## src/sv/plgt_pkg.sv

```systemverilog
// ----------------------------------------------------------------------------
// plgt_pkg: shared types and constants of the peak limiter gain tracker
// fixed point formats, register indexes and the controller state type
// ----------------------------------------------------------------------------
`default_nettype none

package plgt_pkg;

  localparam int SAMPLE_W = 24;
  localparam int GAIN_W   = 24;
  localparam int COEFF_W  = 24;
  localparam int CH_W     = 3;
  localparam int CFG_AW   = 2;
  localparam int CFG_DW   = 24;
  localparam int PROD_W   = GAIN_W + COEFF_W;

  // unity gain in q1.23
  localparam logic [GAIN_W-1:0] UNITY = 24'h800000;

  // reset value of the ceiling register
  localparam logic [GAIN_W-1:0] CEILING_RST = 24'h800000;

  // configuration register indexes
  localparam logic [CFG_AW-1:0] REG_ENABLE  = 2'd0;
  localparam logic [CFG_AW-1:0] REG_CEILING = 2'd1;
  localparam logic [CFG_AW-1:0] REG_RELEASE = 2'd2;

  // divider: two quotient bits per cycle, 24 bits in all
  localparam int DIV_ITERS = 12;
  localparam int DIV_CNT_W = 4;

  typedef enum logic [6:0] {
    ST_IDLE  = 7'b0000001,
    ST_READ  = 7'b0000010,
    ST_DIV   = 7'b0000100,
    ST_REL   = 7'b0001000,
    ST_RELW  = 7'b0010000,
    ST_SCALE = 7'b0100000,
    ST_DONE  = 7'b1000000
  } state_t;

endpackage

`default_nettype wire

```

## src/sv/plgt_if.sv

```systemverilog
// ----------------------------------------------------------------------------
// plgt_if: request and result channels of the peak limiter gain tracker
// valid/ready handshake with the payload fields of each channel
// ----------------------------------------------------------------------------
`default_nettype none

interface plgt_in_if;
  logic                                 valid;
  logic                                 ready;
  logic signed [plgt_pkg::SAMPLE_W-1:0] sample_in;
  logic        [plgt_pkg::CH_W-1:0]     channel_sel;

  modport source (output valid, output sample_in, output channel_sel, input ready);
  modport sink   (input valid, input sample_in, input channel_sel, output ready);
endinterface

interface plgt_out_if;
  logic                                 valid;
  logic                                 ready;
  logic signed [plgt_pkg::SAMPLE_W-1:0] sample_out;
  logic        [plgt_pkg::GAIN_W-1:0]   gain_now;
  logic                                 over_ceiling;

  modport source (output valid, output sample_out, output gain_now, output over_ceiling,
                  input ready);
  modport sink   (input valid, input sample_out, input gain_now, input over_ceiling,
                  output ready);
endinterface

`default_nettype wire

```

## src/sv/peak_limiter_gain_tracker_unit.sv

```systemverilog
// ----------------------------------------------------------------------------
// peak_limiter_gain_tracker_unit: per-channel peak limiter
// instant attack to ceiling/magnitude, exponential release toward unity,
// one gain per channel held in a small synchronous memory
// ----------------------------------------------------------------------------
//
//  channel  | dir | fields                                   | handshake
//  ---------+-----+------------------------------------------+-----------
//  in_req   | in  | sample_in[23:0] s, channel_sel[2:0]      | valid/ready
//  out_res  | out | sample_out[23:0] s, gain_now[23:0],      | valid/ready
//           |     | over_ceiling                             |
//  cfg      | in  | cfg_we, cfg_addr[1:0], cfg_wdata[23:0]   | write only
//
//  one request at a time: accept, gain memory read, then one of
//    pass through     : straight to the done state
//    gain held        : scale (one multiply), then done
//    release          : rel, relw, scale, done (two passes through the shared multiplier)
//    attack           : div in the radix-4 divider, then scale and done
//  and from done back to idle before the next accept
//  a finished result sits in the output register; the next request is taken
//  while it waits, and the controller only stalls in its last state when the
//  output register is still full
//  reset (synchronous, rst_n low) clears the gain valid bits, so every
//  channel reads as unity gain until its entry is written
// ----------------------------------------------------------------------------
`default_nettype none

module peak_limiter_gain_tracker_unit #(
  parameter int CHANNELS = 8
) (
  input  wire                              clk,
  input  wire                              rst_n,
  plgt_in_if.sink                          in_req,
  plgt_out_if.source                       out_res,
  input  wire                              cfg_we,
  input  wire  [plgt_pkg::CFG_AW-1:0]      cfg_addr,
  input  wire  [plgt_pkg::CFG_DW-1:0]      cfg_wdata
);

  // gain memory address width, at least one bit
  localparam int AW    = (CHANNELS > 1) ? $clog2(CHANNELS) : 1;
  localparam int DEPTH = 2 ** AW;

  localparam int SW = plgt_pkg::SAMPLE_W;
  localparam int GW = plgt_pkg::GAIN_W;
  localparam int PW = plgt_pkg::PROD_W;

  // rounding constant, half an lsb of the q1.23 product
  localparam logic [PW-1:0] ROUND_HALF = PW'(1) << (GW - 2);

  // --------------------------------------------------------------------------
  // configuration registers
  // --------------------------------------------------------------------------
  logic          enable_r;
  logic [GW-1:0] ceiling_r;
  logic [GW-1:0] coeff_r;

  always_ff @(posedge clk) begin
    if (!rst_n) begin
      enable_r  <= 1'b0;
      ceiling_r <= plgt_pkg::CEILING_RST;
      coeff_r   <= '0;
    end else if (cfg_we) begin
      case (cfg_addr)
        plgt_pkg::REG_ENABLE:  enable_r  <= cfg_wdata[0];
        plgt_pkg::REG_CEILING: ceiling_r <= cfg_wdata[GW-1:0];
        plgt_pkg::REG_RELEASE: coeff_r   <= cfg_wdata[GW-1:0];
        default: ;  // unknown index, write dropped
      endcase
    end
  end

  // --------------------------------------------------------------------------
  // controller state and request capture
  // --------------------------------------------------------------------------
  plgt_pkg::state_t state_r, state_nxt;

  logic                     in_fire;
  logic                     out_fire;
  logic                     done_load;

  logic [SW-1:0]            samp_r;     // raw input sample bits
  logic                     neg_r;      // input sample is negative
  logic [SW-1:0]            mag_r;      // |sample|, up to 2^23
  logic [plgt_pkg::CH_W-1:0] ch_r;

  logic [SW-1:0]            in_mag;
  logic [AW-1:0]            rd_addr;

  assign in_req.ready = (state_r == plgt_pkg::ST_IDLE);
  assign in_fire      = in_req.valid && in_req.ready;

  // magnitude of the most negative sample comes out as 2^23, exactly
  assign in_mag  = in_req.sample_in[SW-1] ? (~in_req.sample_in + SW'(1))
                                          : in_req.sample_in;
  assign rd_addr = AW'(in_req.channel_sel);

  always_ff @(posedge clk) begin
    if (in_fire) begin
      samp_r <= in_req.sample_in;
      neg_r  <= in_req.sample_in[SW-1];
      mag_r  <= in_mag;
      ch_r   <= in_req.channel_sel;
    end
  end

  // --------------------------------------------------------------------------
  // gain memory: read on accept, written back once the item completes
  // unless it was passed through. only one item is in flight, so a read
  // never overlaps a pending write to the same entry
  // --------------------------------------------------------------------------
  logic [GW-1:0]    gain_mem [DEPTH];
  logic [DEPTH-1:0] valid_r;
  logic [GW-1:0]    rd_data_r;
  logic             rd_valid_r;
  logic             wr_en;
  logic [AW-1:0]    wr_addr;
  logic [GW-1:0]    g_r;
  logic             pass_r;

  assign wr_addr = AW'(ch_r);
  assign wr_en   = done_load && !pass_r;

  always_ff @(posedge clk) begin
    if (in_fire) begin
      rd_data_r  <= gain_mem[rd_addr];
      rd_valid_r <= valid_r[rd_addr];
    end
    if (wr_en) begin
      gain_mem[wr_addr] <= g_r;
    end
  end

  // an entry never written reads as unity
  always_ff @(posedge clk) begin
    if (!rst_n) begin
      valid_r <= '0;
    end else if (wr_en) begin
      valid_r[wr_addr] <= 1'b1;
    end
  end

  // --------------------------------------------------------------------------
  // decode after the memory read
  // --------------------------------------------------------------------------
  logic          in_range;
  logic          active;
  logic [GW-1:0] gain_cur;

  assign in_range = (int'(ch_r) < CHANNELS);
  assign active   = enable_r && (ceiling_r != '0);
  assign gain_cur = rd_valid_r ? rd_data_r : plgt_pkg::UNITY;

  // --------------------------------------------------------------------------
  // radix-4 restoring divider: ceiling * 2^24 / magnitude
  // remainder starts at the ceiling, which is below the divisor; the final
  // quotient is shifted down one bit to give floor(ceiling * 2^23 / mag)
  // --------------------------------------------------------------------------
  logic [GW-1:0]                  rem_r;
  logic [GW-1:0]                  quo_r;
  logic [plgt_pkg::DIV_CNT_W-1:0] cnt_r;

  logic [GW:0]   t1, t2;
  logic          ge1, ge2;
  logic [GW-1:0] r1, r2;
  logic [GW:0]   r1_full, r2_full;
  logic [GW-1:0] quo_nxt;
  logic [GW-1:0] q_att;
  logic          div_last;

  always_comb begin
    t1      = {rem_r, 1'b0};
    ge1     = (t1 >= {1'b0, mag_r});
    r1_full = ge1 ? (t1 - {1'b0, mag_r}) : t1;
    r1      = r1_full[GW-1:0];
    t2      = {r1, 1'b0};
    ge2     = (t2 >= {1'b0, mag_r});
    r2_full = ge2 ? (t2 - {1'b0, mag_r}) : t2;
    r2      = r2_full[GW-1:0];
    quo_nxt = {quo_r[GW-3:0], ge1, ge2};
    q_att   = {1'b0, quo_nxt[GW-1:1]};
  end

  assign div_last = (cnt_r == plgt_pkg::DIV_CNT_W'(plgt_pkg::DIV_ITERS - 1));

  // --------------------------------------------------------------------------
  // shared multiplier: release decay, then output scaling
  // --------------------------------------------------------------------------
  logic [PW-1:0] prod_r;
  logic [GW-1:0] mul_a, mul_b;
  logic [GW-1:0] deficit;
  logic [PW-1:0] rounded;
  logic [SW-1:0] scaled_mag;
  logic [SW-1:0] scaled;

  assign deficit = plgt_pkg::UNITY - g_r;

  always_comb begin
    if (state_r == plgt_pkg::ST_REL) begin
      mul_a = deficit;
      mul_b = coeff_r;
    end else begin
      mul_a = mag_r;
      mul_b = g_r;
    end
  end

  // round half away from zero on the magnitude, then restore the sign;
  // full scale at unity gain reaches 2^23, so bit 46 is kept
  assign rounded    = prod_r + ROUND_HALF;
  assign scaled_mag = rounded[PW-2:GW-1];
  assign scaled     = neg_r ? (~scaled_mag + SW'(1)) : scaled_mag;

  // --------------------------------------------------------------------------
  // controller
  // --------------------------------------------------------------------------
  logic out_valid_r;

  assign done_load = (state_r == plgt_pkg::ST_DONE) && (!out_valid_r || out_res.ready);

  always_comb begin
    state_nxt = state_r;
    case (state_r)
      plgt_pkg::ST_IDLE:  if (in_fire) state_nxt = plgt_pkg::ST_READ;
      plgt_pkg::ST_READ: begin
        if (!in_range || !active) begin
          state_nxt = plgt_pkg::ST_DONE;
        end else if (mag_r > ceiling_r) begin
          state_nxt = plgt_pkg::ST_DIV;
        end else if (gain_cur < plgt_pkg::UNITY) begin
          state_nxt = plgt_pkg::ST_REL;
        end else begin
          state_nxt = plgt_pkg::ST_SCALE;
        end
      end
      plgt_pkg::ST_DIV:   if (div_last) state_nxt = plgt_pkg::ST_SCALE;
      plgt_pkg::ST_REL:   state_nxt = plgt_pkg::ST_RELW;
      plgt_pkg::ST_RELW:  state_nxt = plgt_pkg::ST_SCALE;
      plgt_pkg::ST_SCALE: state_nxt = plgt_pkg::ST_DONE;
      plgt_pkg::ST_DONE:  if (done_load) state_nxt = plgt_pkg::ST_IDLE;
      default:            state_nxt = plgt_pkg::ST_IDLE;
    endcase
  end

  always_ff @(posedge clk) begin
    if (!rst_n) begin
      state_r <= plgt_pkg::ST_IDLE;
    end else begin
      state_r <= state_nxt;
    end
  end

  // datapath registers
  logic over_r;

  always_ff @(posedge clk) begin
    case (state_r)
      plgt_pkg::ST_READ: begin
        g_r    <= in_range ? gain_cur : plgt_pkg::UNITY;
        pass_r <= !in_range || !active;
        over_r <= in_range && active && (mag_r > ceiling_r);
        rem_r  <= ceiling_r;
        quo_r  <= '0;
        cnt_r  <= '0;
      end
      plgt_pkg::ST_DIV: begin
        rem_r <= r2;
        quo_r <= quo_nxt;
        cnt_r <= cnt_r + plgt_pkg::DIV_CNT_W'(1);
        // attack never raises the gain
        if (div_last && (q_att < g_r)) begin
          g_r <= q_att;
        end
      end
      plgt_pkg::ST_REL:   prod_r <= mul_a * mul_b;
      plgt_pkg::ST_RELW:  g_r    <= plgt_pkg::UNITY - prod_r[PW-1:plgt_pkg::COEFF_W];
      plgt_pkg::ST_SCALE: prod_r <= mul_a * mul_b;
      default: ;
    endcase
  end

  // --------------------------------------------------------------------------
  // output register
  // --------------------------------------------------------------------------
  logic [SW-1:0] out_samp_r;
  logic [GW-1:0] out_gain_r;
  logic          out_over_r;

  assign out_fire = out_valid_r && out_res.ready;

  always_ff @(posedge clk) begin
    if (!rst_n) begin
      out_valid_r <= 1'b0;
    end else if (done_load) begin
      out_valid_r <= 1'b1;
    end else if (out_fire) begin
      out_valid_r <= 1'b0;
    end
  end

  always_ff @(posedge clk) begin
    if (done_load) begin
      out_samp_r <= pass_r ? samp_r : scaled;
      out_gain_r <= g_r;
      out_over_r <= over_r;
    end
  end

  assign out_res.valid        = out_valid_r;
  assign out_res.sample_out   = out_samp_r;
  assign out_res.gain_now     = out_gain_r;
  assign out_res.over_ceiling = out_over_r;

endmodule

`default_nettype wire

```

## src/flat_wrapper.sv

```systemverilog
// flat-port wrapper written by rule: the top's interface ports become plain ports
module peak_limiter_gain_tracker_unit_flat 
#(
  parameter int CHANNELS = 8
)
  (clk, rst_n, cfg_we, cfg_addr, cfg_wdata, in_req_valid, in_req_sample_in, in_req_channel_sel, in_req_ready, out_res_valid, out_res_sample_out, out_res_gain_now, out_res_over_ceiling, out_res_ready);
  plgt_in_if in_req_i ();
  plgt_out_if out_res_i ();
  input  wire clk;
  input  wire rst_n;
  input  wire cfg_we;
  input  wire  [plgt_pkg::CFG_AW-1:0] cfg_addr;
  input  wire  [plgt_pkg::CFG_DW-1:0] cfg_wdata;
  input wire logic [$bits(in_req_i.valid)-1:0] in_req_valid;
  input wire logic [$bits(in_req_i.sample_in)-1:0] in_req_sample_in;
  input wire logic [$bits(in_req_i.channel_sel)-1:0] in_req_channel_sel;
  output wire logic [$bits(in_req_i.ready)-1:0] in_req_ready;
  output wire logic [$bits(out_res_i.valid)-1:0] out_res_valid;
  output wire logic [$bits(out_res_i.sample_out)-1:0] out_res_sample_out;
  output wire logic [$bits(out_res_i.gain_now)-1:0] out_res_gain_now;
  output wire logic [$bits(out_res_i.over_ceiling)-1:0] out_res_over_ceiling;
  input wire logic [$bits(out_res_i.ready)-1:0] out_res_ready;
  assign in_req_i.valid = in_req_valid;
  assign in_req_i.sample_in = in_req_sample_in;
  assign in_req_i.channel_sel = in_req_channel_sel;
  assign in_req_ready = in_req_i.ready;
  assign out_res_valid = out_res_i.valid;
  assign out_res_sample_out = out_res_i.sample_out;
  assign out_res_gain_now = out_res_i.gain_now;
  assign out_res_over_ceiling = out_res_i.over_ceiling;
  assign out_res_i.ready = out_res_ready;
  peak_limiter_gain_tracker_unit #(.CHANNELS(CHANNELS)) u_core (.clk(clk), .rst_n(rst_n), .in_req(in_req_i), .out_res(out_res_i), .cfg_we(cfg_we), .cfg_addr(cfg_addr), .cfg_wdata(cfg_wdata));
endmodule
```

## config.mk

```make
export PLATFORM = sky130hd
export DESIGN_NAME = peak_limiter_gain_tracker_unit_flat
export DESIGN_NICKNAME = d
export VERILOG_FILES = /design/src/sv/plgt_pkg.sv /design/src/sv/plgt_if.sv /design/src/sv/peak_limiter_gain_tracker_unit.sv /design/src/flat_wrapper.sv
export SDC_FILE = /design/constraint.sdc
export NUM_CORES = 2
export LEC_CHECK = 0
export ABC_AREA = 0
export ABC_CLOCK_PERIOD_IN_PS = 9000
export BUFFER_PORTS_ARGS = -buffer_cell sky130_fd_sc_hd__buf_2
export CAP_MARGIN = 10
export CORE_ASPECT_RATIO = 0.5
export CORE_MARGIN = 3
export CORE_UTILIZATION = 60
export CTS_BUF_LIST = sky130_fd_sc_hd__clkbuf_4
export DETAILED_ROUTE_END_ITERATION = 10
export GPL_TIMING_DRIVEN = 1
export PLACE_DENSITY = 0.8
export SYNTH_ARGS = -nofsm -noshare
export SYNTH_HDL_FRONTEND = slang
export SYNTH_SLANG_ARGS = --single-unit
```

## constraint.sdc

```tcl
create_clock -name clk -period 9 [get_ports clk]
set_clock_uncertainty 0.05 [all_clocks]
set_input_delay 1.8 -clock clk [delete_from_list [all_inputs] [get_ports clk]]
set_output_delay 1.8 -clock clk [all_outputs]
set_load 0.02 [all_outputs]
```

### After elaboration in Yosys (flattened, before gate mapping)

Memory sizes are Yosys's and may differ from the RTL's. A register that Yosys moved wholly into a read port is not among the register bits.
Index checks and enable logic that the tools add are counted.
Widths: inputs -> output; s select.

| word-level totals | value |
|---|---|
| latch bits | 0 |
| output and inout bits | 51 |
| ROM bits | 0 |
| memories kept | 1 |
| flip-flop bits (word level) | 291 |
| word-level logic and storage cells | 108 |
| bits in writable memories | 192 |

| cells by class | value |
|---|---|
| reductions and logical operators | 23 |
| eq/ne operators | 14 |
| order comparisons | 8 |
| multiplexer cells | 28 |
| add/subtract/negate cells | 8 |
| bitwise logic cells | 3 |
| divide/modulo/power cells | 0 |
| shifts and indexed selects | 0 |
| $mul | 1 |

Memory list:

| name | depth | bits a word | read ports | clocked after memory_dff | write ports | line | RTL |
|---|---|---|---|---|---|---|---|
| u_core.gain_mem | 8 | 24 | 1 | 1 | 1 | peak_limiter_gain_tracker_unit.sv:112 | `logic [GW-1:0] gain_mem [DEPTH];` |

Operators with widths:

| operator | count |
|---|---|
| $mux 24 | 8 |
| $pmux 24 s3 | 1 |
| $ge 25x24->1 | 2 |
| $pmux 7 s7 | 1 |
| $mul 24x24->48 | 1 |
| $not 24->24 | 2 |
| $pmux 24 s2 | 1 |
| $sub 24x24->24 | 2 |
| $sub 24x24->24 const A | 2 |
| $add 47x23->47 const B | 1 |
| $pmux 22 s2 | 1 |
| $mux 7 | 5 |
| $add 24x1->24 const B | 1 |
| $add 24x2->24 const B | 1 |
| $gt 24x24->1 | 1 |
| $lt 23x24->1 | 1 |
| $lt 24x24->1 const B | 1 |
| $reduce_bool 24->1 | 1 |
| $mux 23 | 1 |
| $logic_and 1x1->1 | 8 |
| $lt 3x4->1 const B | 2 |
| $or 8x8->8 | 1 |
| $pmux 4 s2 | 1 |
| $reduce_and 2->1 | 4 |
| 25 further kinds | 35 |

### Longest topological paths before layout

| depth | value |
|---|---|
| word-level depth | 6 |
| mapped depth | 34 |
| gate-level depth less buffers | 33 |

### Least setup slack after synthesis

Ideal clock, no wire load.

| timing | value |
|---|---|
| path kind | register -> register |
| start | reg u_core.g_r[2] |
| end | reg u_core.prod_r[33], data pin |
| clock period less this slack | 8.805 ns |
| arrival | 8.497 ns |
| cell stages (with the launch flop) | 32 |
| slack | 0.195 ns |
| path buffers | 1 |
| library setup time | 0.258 ns |
| path through | edfxtp_1 > nor3_1 > nand2_1 > nor4_1 > nand3_1 > nor3_1 > xnor2_1 > mux2i_1 > clkbuf_1 > nor2_1 > fa_1 > fa_1 > inv_1 > fa_1 > fa_1 > inv_1 > fa_1 > fa_1 > inv_1 > fa_1 > inv_1 > ha_1 > a21o_1 > a311o_1 > a31oi_1 > a21oi_1 > o31a_1 > o21a_1 > o41a_1 > a21o_1 > a21oi_1 > xnor2_1 |

| between the ends | value |
|---|---|
| cells in the longest elaborated chain, start to end | 3 |
| elaborated cells between the ends (all ways) | 4 |
| those cells by class | add/sub (1); mul (1); mux (2) |

Ends and longest elaborated chain:

| element | line | RTL |
|---|---|---|
| start: declaration | peak_limiter_gain_tracker_unit.sv:118 | `logic [GW-1:0] g_r;` |
| start signal: assignment | peak_limiter_gain_tracker_unit.sv:259 | `g_r <= in_range ? gain_cur : plgt_pkg::UNITY;` |
| start signal: assignment | peak_limiter_gain_tracker_unit.sv:272 | `g_r <= q_att;` |
| start signal: assignment | peak_limiter_gain_tracker_unit.sv:276 | `plgt_pkg::ST_RELW: g_r <= plgt_pkg::UNITY - prod_r[PW-1:plgt_pkg::COEFF_W];` |
| $sub 24x24->24 | peak_limiter_gain_tracker_unit.sv:196 | `assign deficit = plgt_pkg::UNITY - g_r;` |
| $mux 24 | peak_limiter_gain_tracker_unit.sv:199 | `if (state_r == plgt_pkg::ST_REL) begin` |
| $mul 24x24->48 (*) | peak_limiter_gain_tracker_unit.sv:275, peak_limiter_gain_tracker_unit.sv:277 |  |
| end signal: assignment | peak_limiter_gain_tracker_unit.sv:275 | `plgt_pkg::ST_REL: prod_r <= mul_a * mul_b;` |
| end signal: assignment | peak_limiter_gain_tracker_unit.sv:277 | `plgt_pkg::ST_SCALE: prod_r <= mul_a * mul_b;` |
| end: declaration | peak_limiter_gain_tracker_unit.sv:189 | `logic [PW-1:0] prod_r;` |

Every way passes the cells marked *; elsewhere a longest branch is shown, timed or not.
A chain may end at the register's enable or synchronous reset.

### Worst setup path after layout

| timing | value |
|---|---|
| start | reg u_core.g_r[0] |
| end | reg u_core.prod_r[33], data pin |

Same word-level chain as after synthesis.

==> impl_summary.md <==
Logic synthesis
By count the netlist is led by inv_1, fa_1, nor2_1. The synthesized instance count is 4,024. The synthesized netlist occupies a cell area of 42,100 um2.

The count of yosys warnings during synthesis is 0. The number of storage elements in the synthesis netlist is 483. The most used flip-flop cell after synthesis is edfxtp_1. The post-synthesis sequential area ratio is 32.9%. The mean cell area of the mapped netlist is 10.5 um2. After synthesis, the cell types taking the most area are edfxtp_1, fa_1, ha_1.

The proportion of synthesized flip-flops having asynchronous set or reset is 0%. The largest total area in the synthesized netlist belongs to edfxtp_1. Among all cell types in the netlist, the one instantiated most often is inv_1. The number of different library cells used by synthesis comes to 81. The number of flops mapped to enable cells by yosys is 418. The net count of the mapped netlist is 4,834. The top cell type by area accounts for 29.8% of the synthesized area.

STA
Subtracting the final worst setup slack from the clock period gives 8.84 ns. The total count of max-transition violations in the final report is 0. Headroom to the max-slew limit came out at 24.2%. The top achievable clock speed is 113 MHz.

Setup repair after global routing could not meet its margin everywhere. The setup violation total in the final timing report is 0. The final hold violation count came to 0.

At the pin with the least slew margin, the transition time is 1.14 ns. In the finished design, the share of the clock period the worst path needs comes to 98.2%.

Worst setup path
The most numerous cell type found on the critical path is fa_1. The kind of end point of the critical path is a register. The gate family responsible for the most delay along the worst path is adder cells. The cell at the slowest stage of the critical path is fa_1.

The largest driver fanout on the critical path is 6. The worst setup path is launched from a register. The critical path starts at u_core.g_r[0]$_DFFE_PP_. The critical path is of the register to register type. STA puts the critical path data required time at 9.60 ns. The reg-to-reg startpoint is u_core.g_r[0]$_DFFE_PP_. In this design, the stage delay of the slowest critical-path cell is 0.54 ns.

The data arrival time of the critical path is 9.45 ns. The critical path contains buffers and inverters numbering 8 combined.

Placement
The global placer's final weighted congestion is 0.996. Input and output buffers added on the ports amount to 108. The placement-stage cell area is 45,200 um2.

Once detailed placement completed, the half-perimeter wirelength came to 98.9 mm.

CTS
The buffer depth of the longest clock path is 3. The clock network latency to the later pin of the worst-skew pair is 0.91 ns. The clock edge transition at the registers on the reported setup and hold paths is 0.07 ns. The clock net sink count is 483.

The TritonCTS clock tree is built. The number of buffers created by CTS is 112. Buffers inserted to repair hold after CTS numbered 0.

Clock tree synthesis selected as its root buffer the cell clkbuf_4. CTS built an H-tree with a depth of 3.

Cells and area
Fill cells in the final layout number 4,940. The number of nets at the end of the flow is 5,142. The relative area change from synthesis to final layout is 11.6%.

The end-of-flow core utilization is 68.9%. Summing all non-filler instances in the final layout gives an area of 46,900 um2. In the final layout, the multi-input gates occupy 25,400 um2. In the final layout, the share of cells above drive strength 1 is 16.8%. Across the whole layout, storage elements account for 13,900 um2.

Global routing
The number of antenna violations at the first check in global routing is 5. The total track usage is 34.7%. The via count of the first global-routing pass is 32,800. The pin count of the biggest net entering global routing is 76.

The wire length of the first global-routing pass is 194 mm. The sum of overflow across all layers after global routing is 0.

Floorplanning
The vertical die dimension is 193 um. The width of the die is 381 um. For this configuration, the core starts out at a cell density of 61.7%. In this run the standard cell core region covers 68,200 um2.

The total I/O pin count is 109. The die covers 73,500 um2. The standard-cell row count is 67.

Drt
In the routed layout, each cell is associated on average with a via count of 6.02. The total iterations of the first detailed-routing run is 7. The final routed wirelength across all metal layers is 127 mm. The count of nets left with antenna violations once routing finished came out at 0. The total via count after detailed routing is 32,300. The number of violations reported at the end of detailed-routing iteration 0 is 3,975.

The average routed wire per standard cell is 23.7 um. The number of DRC violations after detailed routing is 0.

Min path
The class of the tightest hold or removal check is register to register. The origin of the worst min-delay path is u_core.over_r$_DFFE_PN_.

Run status
The flow ran to the end, and the final reports show no timing, DRC or antenna violations.

Run
The max-cap violation count is 0.
area by class of cell:
| class | instances | area share, % |
|---|---|---|
| clock buffer | 158 | 2.53 |
| timing repair buffer | 349 | 5.47 |
| multi-input combinational | 2731 | 54.2 |
| inverter | 655 | 5.24 |
| tap | 931 | 2.48 |
| antenna | 4 | 0.0213 |
| sequential | 483 | 29.5 |
| clock inverter | 50 | 0.592 |
cells in the final DEF, fill, tap and decap left out, types with 9 or more instances in the layout:
cell	count
nor2_1	461
inv_1	653
nand4_1	28
nor3_1	43
a31oi_1	14
a21o_1	48
buf_12	16
o21bai_1	9
nand3b_1	9
mux2_2	84
clkbuf_4	158
or2_2	12
mux2i_2	15
o31ai_1	14
o21ai_0	98
xor2_1	46
o21a_1	18
and2_1	36
nand2_1	413
nor2b_1	10
xnor2_1	121
edfxtp_1	418
nor4_1	22
clkinv_1	33
a21oi_1	130
a221o_1	12
dfxtp_1	65
buf_4	223
clkinv_2	12
mux2i_1	56
and3_1	22
or3_1	9
mux4_2	50
nand3_1	25
ha_1	268
buf_2	107
nand2b_1	29
fa_1	481
per-layer routing:
| layer | part of all wire [%] | up-vias | GRT usage (%) |
|---|---|---|---|
| li1 | - | 13900 | - |
| met1 | 38 | 15900 | 48.8 |
| met2 | 43 | 2075 | 51.5 |
| met3 | 14 | 350 | 10.7 |
| met4 | 4.0 | 0 | 12.1 |
| met5 | 0 | - | 0 |
what timing repair did:
item                                    CTS  global route
setup buffers                             1            18
pin swaps                                 0            19
gates resized for setup                   2            35
cloned                                    0             0
endpoints found under the setup margin    3            20
path summary, 6_finish.rpt:
check,endpoint,cells after the start,slack [ns]
hold reg to reg,u_core.out_res.over_ceiling$_DFFE_PP_,0,0.40
hold / removal,u_core.out_res.over_ceiling$_DFFE_PP_,0,0.40
setup reg to reg,u_core.prod_r[33]$_DFFE_PP_,33,0.16
setup / recovery,u_core.prod_r[33]$_DFFE_PP_,33,0.16
flip-flops by register name, summed over array words and instances (netlist names), 3 cells and up:
name	count
u_core.out_res.gain_now	24
u_core.valid_r	8
u_core.quo_r	22
u_core.g_r	24
u_core.rd_data_r	24
u_core.state_r	7
u_core.prod_r	26
u_core.gain_mem	192
u_core.cnt_r	4
u_core.samp_r	22
u_core.ceiling_r	24
u_core.rem_r	24
u_core.mag_r	24
u_core.coeff_r	24
u_core.out_res.sample_out	24
u_core.ch_r	3
through the flow:
step	setup TNS, ns	instances	worst slack, ns	hold WS, ns
5_1_grt	-0.293	5361	-0.111	0.405
3_5_place_dp	-0.238	5130	-0.0890	0.388
2_1_floorplan	0	4024	0.195	0.350
6_report	0	5361	0.158	0.396
3_3_place_gp	0	5130	0.116	0.395
4_1_cts	0	5339	0.00285	0.389
cells by family (layout without fill, tap and decap cells):
logic type	after synthesis	in the layout	synth area share [%]
AO/OA/AOI/OAI	437	437	6.60
XOR/XNOR	168	168	3.50
adder cells (fa/ha/maj)	752	752	31.0
buffers and inverters	810	1212	7.31
flip-flops	483	483	32.9
multiplexers	206	206	6.64
other	0	4	0
AND/OR/NAND/NOR	1168	1168	12.1
Power is left out: the tool's default activity adds up to more than one toggle a clock period on the data nets, which glitch-free logic cannot reach.
